## config.mk

```make
export PLATFORM = sky130hd
export DESIGN_NAME = sorted_priority_queue
export DESIGN_NICKNAME = d
export VERILOG_FILES = /design/src/hw/rtl/spq_pkg.sv /design/src/hw/rtl/spq_cell.sv /design/src/hw/rtl/sorted_priority_queue.sv
export SDC_FILE = /design/constraint.sdc
export NUM_CORES = 2
export LEC_CHECK = 0
export ABC_AREA = 1
export BUFFER_PORTS_ARGS = -buffer_cell sky130_fd_sc_hd__buf_4
export CAP_MARGIN = 15
export CORE_MARGIN = 5
export CORE_UTILIZATION = 30
export CTS_BUF_LIST = sky130_fd_sc_hd__clkbuf_16
export DETAILED_ROUTE_END_ITERATION = 7
export PLACE_DENSITY = 0.53
export SLEW_MARGIN = 10
export SYNTH_ARGS = -nofsm -noshare
export SYNTH_HDL_FRONTEND = slang
export SYNTH_SLANG_ARGS = --single-unit
```

## constraint.sdc

```tcl
create_clock -name clk -period 3.5 [get_ports clk]
set_clock_uncertainty 0.1 [all_clocks]
set_input_delay 0.525 -clock clk [delete_from_list [all_inputs] [get_ports clk]]
set_output_delay 0.525 -clock clk [all_outputs]
set_load 0.01 [all_outputs]
```

## src/hw/rtl/spq_pkg.sv

```systemverilog
// ----------------------------------------------------------------------------
// spq_pkg
// Shared types and constants of the sorted priority queue.
// ----------------------------------------------------------------------------
package spq_pkg;

  localparam int DEF_QUEUE_DEPTH   = 16;
  localparam int DEF_PRIORITY_BITS = 8;

  localparam int DATA_W      = 32;
  localparam int PRIO_PORT_W = 8;
  localparam int FILL_W      = 5;

  localparam logic OP_INSERT = 1'b0;
  localparam logic OP_REMOVE = 1'b1;

  typedef enum logic [1:0] {
    ST_OK    = 2'd0,
    ST_EMPTY = 2'd1,
    ST_FULL  = 2'd2
  } status_t;

  typedef struct packed {
    logic ins;
    logic rem;
  } cell_ctrl_t;

endpackage

```

## src/hw/rtl/spq_cell.sv

```systemverilog
// ----------------------------------------------------------------------------
// spq_cell
// One slot of the sorted chain. On an insert it keeps its entry, takes the
// new entry or takes its left neighbor's entry; on a remove it takes its
// right neighbor's entry.
// ----------------------------------------------------------------------------
module spq_cell #(
  parameter int PRIORITY_BITS = spq_pkg::DEF_PRIORITY_BITS
) (
  input  logic                       clk,
  input  logic                       rst_n,
  input  spq_pkg::cell_ctrl_t        ctrl,
  input  logic [spq_pkg::DATA_W-1:0] new_data,
  input  logic [PRIORITY_BITS-1:0]   new_prio,
  input  logic                       left_valid,
  input  logic                       left_keep,
  input  logic [spq_pkg::DATA_W-1:0] left_data,
  input  logic [PRIORITY_BITS-1:0]   left_prio,
  input  logic                       right_valid,
  input  logic [spq_pkg::DATA_W-1:0] right_data,
  input  logic [PRIORITY_BITS-1:0]   right_prio,
  output logic                       valid,
  output logic [spq_pkg::DATA_W-1:0] data,
  output logic [PRIORITY_BITS-1:0]   prio,
  output logic                       keep
);
  import spq_pkg::*;

  logic                     valid_r, valid_nxt;
  logic [DATA_W-1:0]        data_r, data_nxt;
  logic [PRIORITY_BITS-1:0] prio_r, prio_nxt;

  assign keep  = valid_r && (prio_r <= new_prio);
  assign valid = valid_r;
  assign data  = data_r;
  assign prio  = prio_r;

  always_comb begin
    valid_nxt = valid_r;
    data_nxt  = data_r;
    prio_nxt  = prio_r;
    if (ctrl.ins) begin
      if (!keep) begin
        if (left_keep) begin
          valid_nxt = 1'b1;
          data_nxt  = new_data;
          prio_nxt  = new_prio;
        end else begin
          valid_nxt = left_valid;
          data_nxt  = left_data;
          prio_nxt  = left_prio;
        end
      end
    end else if (ctrl.rem) begin
      valid_nxt = right_valid;
      data_nxt  = right_data;
      prio_nxt  = right_prio;
    end
  end

  always_ff @(posedge clk) begin
    if (!rst_n) begin
      valid_r <= 1'b0;
    end else begin
      valid_r <= valid_nxt;
    end
    data_r <= data_nxt;
    prio_r <= prio_nxt;
  end

endmodule

```

## src/hw/rtl/sorted_priority_queue.sv

```systemverilog
// ----------------------------------------------------------------------------
// sorted_priority_queue
// Bounded priority queue held as a sorted chain of cells.
// ----------------------------------------------------------------------------
// Each input beat is an insert or a remove and yields exactly one result beat.
// Every cell compares the new priority against its own in the same cycle, so
// an operation completes in that same cycle and a new beat is taken every
// cycle while the output register is free or being drained; the output
// register is the only stage between the two channels. A lower priority value
// is served first and equal priorities leave in arrival order. A remove from
// an empty queue reports an empty status, and an insert into a full queue is
// dropped with a full status. No clearing pass is needed after reset.
module sorted_priority_queue #(
  parameter int QUEUE_DEPTH   = spq_pkg::DEF_QUEUE_DEPTH,
  parameter int PRIORITY_BITS = spq_pkg::DEF_PRIORITY_BITS
) (
  input  logic                              clk,
  input  logic                              rst_n,
  input  logic                              in_valid,
  output logic                              in_ready,
  input  logic                              in_op,
  input  logic signed [spq_pkg::DATA_W-1:0] in_item_data,
  input  logic [spq_pkg::PRIO_PORT_W-1:0]   in_item_priority,
  output logic                              out_valid,
  input  logic                              out_ready,
  output logic signed [spq_pkg::DATA_W-1:0] out_data,
  output logic [spq_pkg::PRIO_PORT_W-1:0]   out_priority,
  output logic [1:0]                        out_status,
  output logic [spq_pkg::FILL_W-1:0]        out_fill_count
);
  import spq_pkg::*;

  localparam int CNT_W = $clog2(QUEUE_DEPTH + 1);
  localparam logic [CNT_W-1:0] CNT_FULL = CNT_W'(QUEUE_DEPTH);

  logic [CNT_W-1:0]         count_r, count_nxt;
  logic                     out_valid_r, out_valid_nxt;
  logic [DATA_W-1:0]        out_data_r, out_data_nxt;
  logic [PRIO_PORT_W-1:0]   out_prio_r, out_prio_nxt;
  status_t                  out_status_r, out_status_nxt;
  logic [CNT_W-1:0]         out_fill_r, out_fill_nxt;

  logic                     in_fire;
  cell_ctrl_t               ctrl;
  logic [PRIORITY_BITS-1:0] new_prio;

  logic                     cell_valid [QUEUE_DEPTH];
  logic                     cell_keep  [QUEUE_DEPTH];
  logic [DATA_W-1:0]        cell_data  [QUEUE_DEPTH];
  logic [PRIORITY_BITS-1:0] cell_prio  [QUEUE_DEPTH];
  logic [QUEUE_DEPTH-1:0]   valid_vec;

  assign in_ready = !out_valid_r || out_ready;
  assign in_fire  = in_valid && in_ready;
  assign new_prio = PRIORITY_BITS'(in_item_priority);

  assign ctrl.ins = in_fire && (in_op == OP_INSERT) && (count_r != CNT_FULL);
  assign ctrl.rem = in_fire && (in_op == OP_REMOVE) && (count_r != '0);

  for (genvar i = 0; i < QUEUE_DEPTH; i++) begin : g_cell
    logic                     l_valid, l_keep, r_valid;
    logic [DATA_W-1:0]        l_data, r_data;
    logic [PRIORITY_BITS-1:0] l_prio, r_prio;

    if (i == 0) begin : g_head
      assign l_valid = 1'b0;
      assign l_keep  = 1'b1;
      assign l_data  = '0;
      assign l_prio  = '0;
    end else begin : g_body
      assign l_valid = cell_valid[i-1];
      assign l_keep  = cell_keep[i-1];
      assign l_data  = cell_data[i-1];
      assign l_prio  = cell_prio[i-1];
    end

    if (i == QUEUE_DEPTH - 1) begin : g_tail
      assign r_valid = 1'b0;
      assign r_data  = '0;
      assign r_prio  = '0;
    end else begin : g_inner
      assign r_valid = cell_valid[i+1];
      assign r_data  = cell_data[i+1];
      assign r_prio  = cell_prio[i+1];
    end

    spq_cell #(
      .PRIORITY_BITS(PRIORITY_BITS)
    ) u_cell (
      .clk        (clk),
      .rst_n      (rst_n),
      .ctrl       (ctrl),
      .new_data   (in_item_data),
      .new_prio   (new_prio),
      .left_valid (l_valid),
      .left_keep  (l_keep),
      .left_data  (l_data),
      .left_prio  (l_prio),
      .right_valid(r_valid),
      .right_data (r_data),
      .right_prio (r_prio),
      .valid      (cell_valid[i]),
      .data       (cell_data[i]),
      .prio       (cell_prio[i]),
      .keep       (cell_keep[i])
    );

    assign valid_vec[i] = cell_valid[i];
  end

  always_comb begin
    count_nxt      = count_r;
    out_valid_nxt  = out_valid_r;
    out_data_nxt   = out_data_r;
    out_prio_nxt   = out_prio_r;
    out_status_nxt = out_status_r;
    out_fill_nxt   = out_fill_r;
    if (out_valid_r && out_ready) begin
      out_valid_nxt = 1'b0;
    end
    if (in_fire) begin
      out_valid_nxt  = 1'b1;
      out_data_nxt   = '0;
      out_prio_nxt   = '0;
      out_status_nxt = ST_OK;
      if (in_op == OP_INSERT) begin
        if (count_r == CNT_FULL) begin
          out_status_nxt = ST_FULL;
        end else begin
          count_nxt = count_r + CNT_W'(1);
        end
      end else begin
        if (count_r == '0) begin
          out_status_nxt = ST_EMPTY;
        end else begin
          count_nxt    = count_r - CNT_W'(1);
          out_data_nxt = cell_data[0];
          out_prio_nxt = PRIO_PORT_W'(cell_prio[0]);
        end
      end
      out_fill_nxt = count_nxt;
    end
  end

  always_ff @(posedge clk) begin
    if (!rst_n) begin
      count_r     <= '0;
      out_valid_r <= 1'b0;
    end else begin
      count_r     <= count_nxt;
      out_valid_r <= out_valid_nxt;
    end
    out_data_r   <= out_data_nxt;
    out_prio_r   <= out_prio_nxt;
    out_status_r <= out_status_nxt;
    out_fill_r   <= out_fill_nxt;
  end

  assign out_valid      = out_valid_r;
  assign out_data       = out_data_r;
  assign out_priority   = out_prio_r;
  assign out_status     = out_status_r;
  assign out_fill_count = FILL_W'(out_fill_r);

  a_count_bound : assert property (@(posedge clk) disable iff (!rst_n)
    count_r <= CNT_FULL)
    else $error("Entry count exceeds the queue depth.");

  a_valid_matches_count : assert property (@(posedge clk) disable iff (!rst_n)
    $countones(valid_vec) == int'(count_r))
    else $error("Occupied cells disagree with the entry count.");

  a_head_valid : assert property (@(posedge clk) disable iff (!rst_n)
    (count_r != '0) |-> cell_valid[0])
    else $error("Front cell is empty while the queue holds entries.");

  a_result_follows : assert property (@(posedge clk) disable iff (!rst_n)
    in_fire |=> (out_valid_r && (out_fill_r == $past(count_nxt))))
    else $error("Result beat missing or with a wrong fill count.");

endmodule
```

==> impl_metrics.csv <==
group,metric,value,unit
yosys,synth_xor_area_share,0.1101,%
routing,drc,0,
sta,setup_viol,0,
sta,max-slew-margin-rel,42.17,%
run_status,status,"finished, final reports clean",
routing,ant_nets,0,
yosys,synth_top_family_by_area,"simple AND/OR/NAND/NOR gates",
final_layout,areaGrowthSynthToFinish,13.53,%
worst_setup_path,arrival,3120,ps
sta,rsz0062_at_grt,"false",
grt,antenna_found_initial,0,
final_layout,drive_above_1_share,6.528,%
yosys,synth_compound_area_share,2.856,%
yosys,muxShareOfSynthArea,0,%
final_layout,antennaDiodeCount,0,
sta,clock.fmax,342.7,MHz
yosys,synthSimpleGateAreaFrac,30.91,%
routing,vias,29820,
final_layout,final_cell_area,45170,µm²
clocking,postCtsSetupBuffers,0,
worst_setup_path,worst-r2r-cell-count,11,
yosys,synth.avg_cell_area,7.673,µm²
clocking,clkSinkCount,709,
final_layout,nFillCells,13760,
grt,grt_max_degree,91,
floorplanning,ios,94,
worst_setup_path,cp.required,3700,ps
grt,grt.total_usage,13.98,%
floorplanning,rows,133,
floorplanning,die_h,374.2,µm
floorplanning,initial_core_util,30.23,%
floorplanning,core,131600,µm²
pwr,power.density,535.0,nW/µm²
yosys,async_reset_ff_share,0,%
sta,fin_hold_ws,92.27,ps
grt,grt_pass1_wl,163.3,mm
grt,grt_pass1_vias,29687,
final_layout,num-nets-final,5382,
clocking,tritoncts.num_buffers,78,
placement,io_buffers,93,
grt,grt-ovfl-total,0,
worst_hold_path,hold_path_class,"in2reg",
yosys,syn_inst,5185,
worst_setup_path,cp_max_fo,43,
routing,routed_wirelength,100.2,mm
yosys,dominantRegCellSynth,"edfxtp_1",
pwr,vdd_ir_drop_max,0.3547,mV
floorplanning,die_x,374.2,µm
worst_hold_path,min_path_cells,4,
yosys,synth_cell_type_count,31,
sta,hold_viol,0,
sta,period_minus_slack,2918,ps
placement,dp_slack,188.8,ps
final_layout,post-route-util,34.31,%
sta,slew_viol_final,0,
sta,fin_crit_sh,83.37,%
clocking,clk-insertion-delay-late,640,ps
pwr,p_leak,0.02529,µW
final_layout,layout.cells.non_filler,7025,
yosys,synth_fa_ha_area_share,4.088,%
clocking,cts_resized,0,
sta,tightest_slew,865.3,ps
yosys,yosys_warnings,0,
yosys,syn_area,39790,µm²
clocking,clk_path_buf_depth,3,
yosys,synth_edf_count,687,
worst_setup_path,critPathKind,"reg2reg",
worst_setup_path,end_kind,"flop",
floorplanning,die-area,140000,µm²
routing,wl_per_cell,14.26,µm
worst_setup_path,startpoint_type,"flop",
routing,drt_iter0_drc,1971,
yosys,synth_seq_cells,709,
clocking,clk_pin_slew,60,ps
clocking,htreeDepth,3,
yosys,seq_area_frac_synth,52.96,%
worst_setup_path,r2r_slack,580,ps
flow_run,max_cap_viol_count,0,
yosys,syn-num-nets,5360,
clocking,cts.hold.buffers_added,0,
clocking,cts_tree,"built",
placement,dpl.hpwl,69.66,mm
sta,fin_ws,582.1,ps
clocking,ctsRootBufferMaster,"clkbuf_16",
routing,drt-pass1-iter-count,5,
placement,gp_congestion,0.7950,
placement,postPlaceCellArea,42730,µm²
routing,drt-vias-per-instance,4.245,
placement,dp.cells,6882,
==> cells in the mapped netlist, types with 3 or more instances <==
library cell  number  area [µm²]
a21o_1            15       112.6
a21oi_1          131       655.6
buf_1             13       48.80
buf_2            124       620.6
clkbuf_1         111       416.7
dfxtp_1           22       440.4
edfxtp_1         687       20630
ha_1             130        1627
inv_1            658        2470
nand2_1         3064       11500
nand2_4           20       225.2
nand3_1           17       85.08
nand4_1           17       106.4
nor2_1            89       334.1
o21ai_0           43       215.2
o21ai_1           20       100.1
xor2_1             3       26.28
==> final timing paths <==
kind                                     end                  startpoint
setup / recovery   g_cell[1].u_cell.data[10]                  count_r[0]
hold / removal                     out_valid                   out_ready
setup reg to reg   g_cell[1].u_cell.data[10]                  count_r[0]
hold reg to reg   g_cell[14].u_cell.data[26]  g_cell[15].u_cell.data[26]
==> placed cells by master, fill, tap and decap left out <==
cell type | Yosys | layout
nand2_2 | 2 | 18
edfxtp_1 | 687 | 687
dfxtp_1 | 22 | 22
buf_12 | 0 | 30
o211a_1 | 1 | 1
inv_16 | 0 | 2
inv_6 | 0 | 2
nand4_1 | 17 | 17
nor2_2 | 1 | 1
nor2_4 | 1 | 1
o21ai_0 | 43 | 43
ha_1 | 130 | 130
bufinv_16 | 0 | 5
nand2_1 | 3064 | 3048
clkbuf_16 | 0 | 79
clkinv_1 | 0 | 15
nand3b_1 | 2 | 2
inv_1 | 658 | 678
nand2_4 | 20 | 20
xor2_1 | 3 | 3
clkinv_8 | 0 | 2
o21bai_1 | 1 | 1
nor2_1 | 89 | 89
xnor2_1 | 2 | 2
clkinv_2 | 0 | 17
clkinvlp_4 | 0 | 1
a22oi_1 | 2 | 2
buf_4 | 1 | 164
o22ai_1 | 2 | 2
a21oi_1 | 131 | 131
a21o_1 | 15 | 15
o21ai_1 | 20 | 20
inv_2 | 2 | 1
o21a_1 | 1 | 1
inv_8 | 0 | 1
nand3_1 | 17 | 17
==> area by class of cell <==
cell class	count	area (µm²)	area share, %
timing repair buffer	194	1832	4.056
sequential	709	21070	46.65
tap	1755	2196	4.862
clock inverter	64	460.4	1.019
clock buffer	79	1977	4.377
multi-input combinational	3564	15140	33.53
inverter	660	2489	5.510
==> worst max-delay path, cell delays in order (launching register included) <==
cell and delay (ps):
dfxtp_1 360, inv_1 100, ha_1 230, nand2_1 90, nor2_2 60, nand2_2 90
nand2_2 90, nor2_4 120, buf_4 450, nand2_1 380, nand2_2 150, buf_4 310
==> sequential cells by signal, summed over array words and instances, names as in the netlist <==
| register | count |
|---|---|
| count_r | 5 |
| g_cell.u_cell.valid | 16 |
| out_data | 32 |
| g_cell.u_cell.data | 512 |
| out_priority | 8 |
| g_cell.u_cell.prio | 128 |
| out_status | 2 |
| out_valid | 1 |
| out_fill_count | 5 |
==> metal layers <==
metal | track usage [%] | share of wire, % | up-vias
met2 | 23.18 | 46 | 582
met1 | 19.40 | 48 | 13177
li1 | - | - | 15936
met4 | 3.718 | 2.1 | 0
met5 | 0 | 0 | -
met3 | 1.690 | 4.1 | 125
==> logic make-up (layout without fill, tap and decap cells) <==
| family | Yosys count | count (layout) |
|---|---|---|
| flip-flops | 709 | 709 |
| buffers and inverters | 912 | 997 |
| adder cells (fa/ha/maj) | 130 | 130 |
| XOR/XNOR | 5 | 5 |
| AO/OA/AOI/OAI | 216 | 216 |
| AND/OR/NAND/NOR | 3213 | 3213 |
==> power breakdown <==
part	internal [µW]	switching (µW)
clock	4490	3530
sequential	10800	531
combinational	1610	3160
total	16900	7220
==> stage by stage <==
stage	TNS (ps)	total power (µW)
2_1_floorplan	-67220	14820
3_3_place_gp	0	16240
3_5_place_dp	0	16340
4_1_cts	0	24510
5_1_grt	0	25660
6_report	0	24160
No activity file was read; power rests on OpenSTA's default activity.
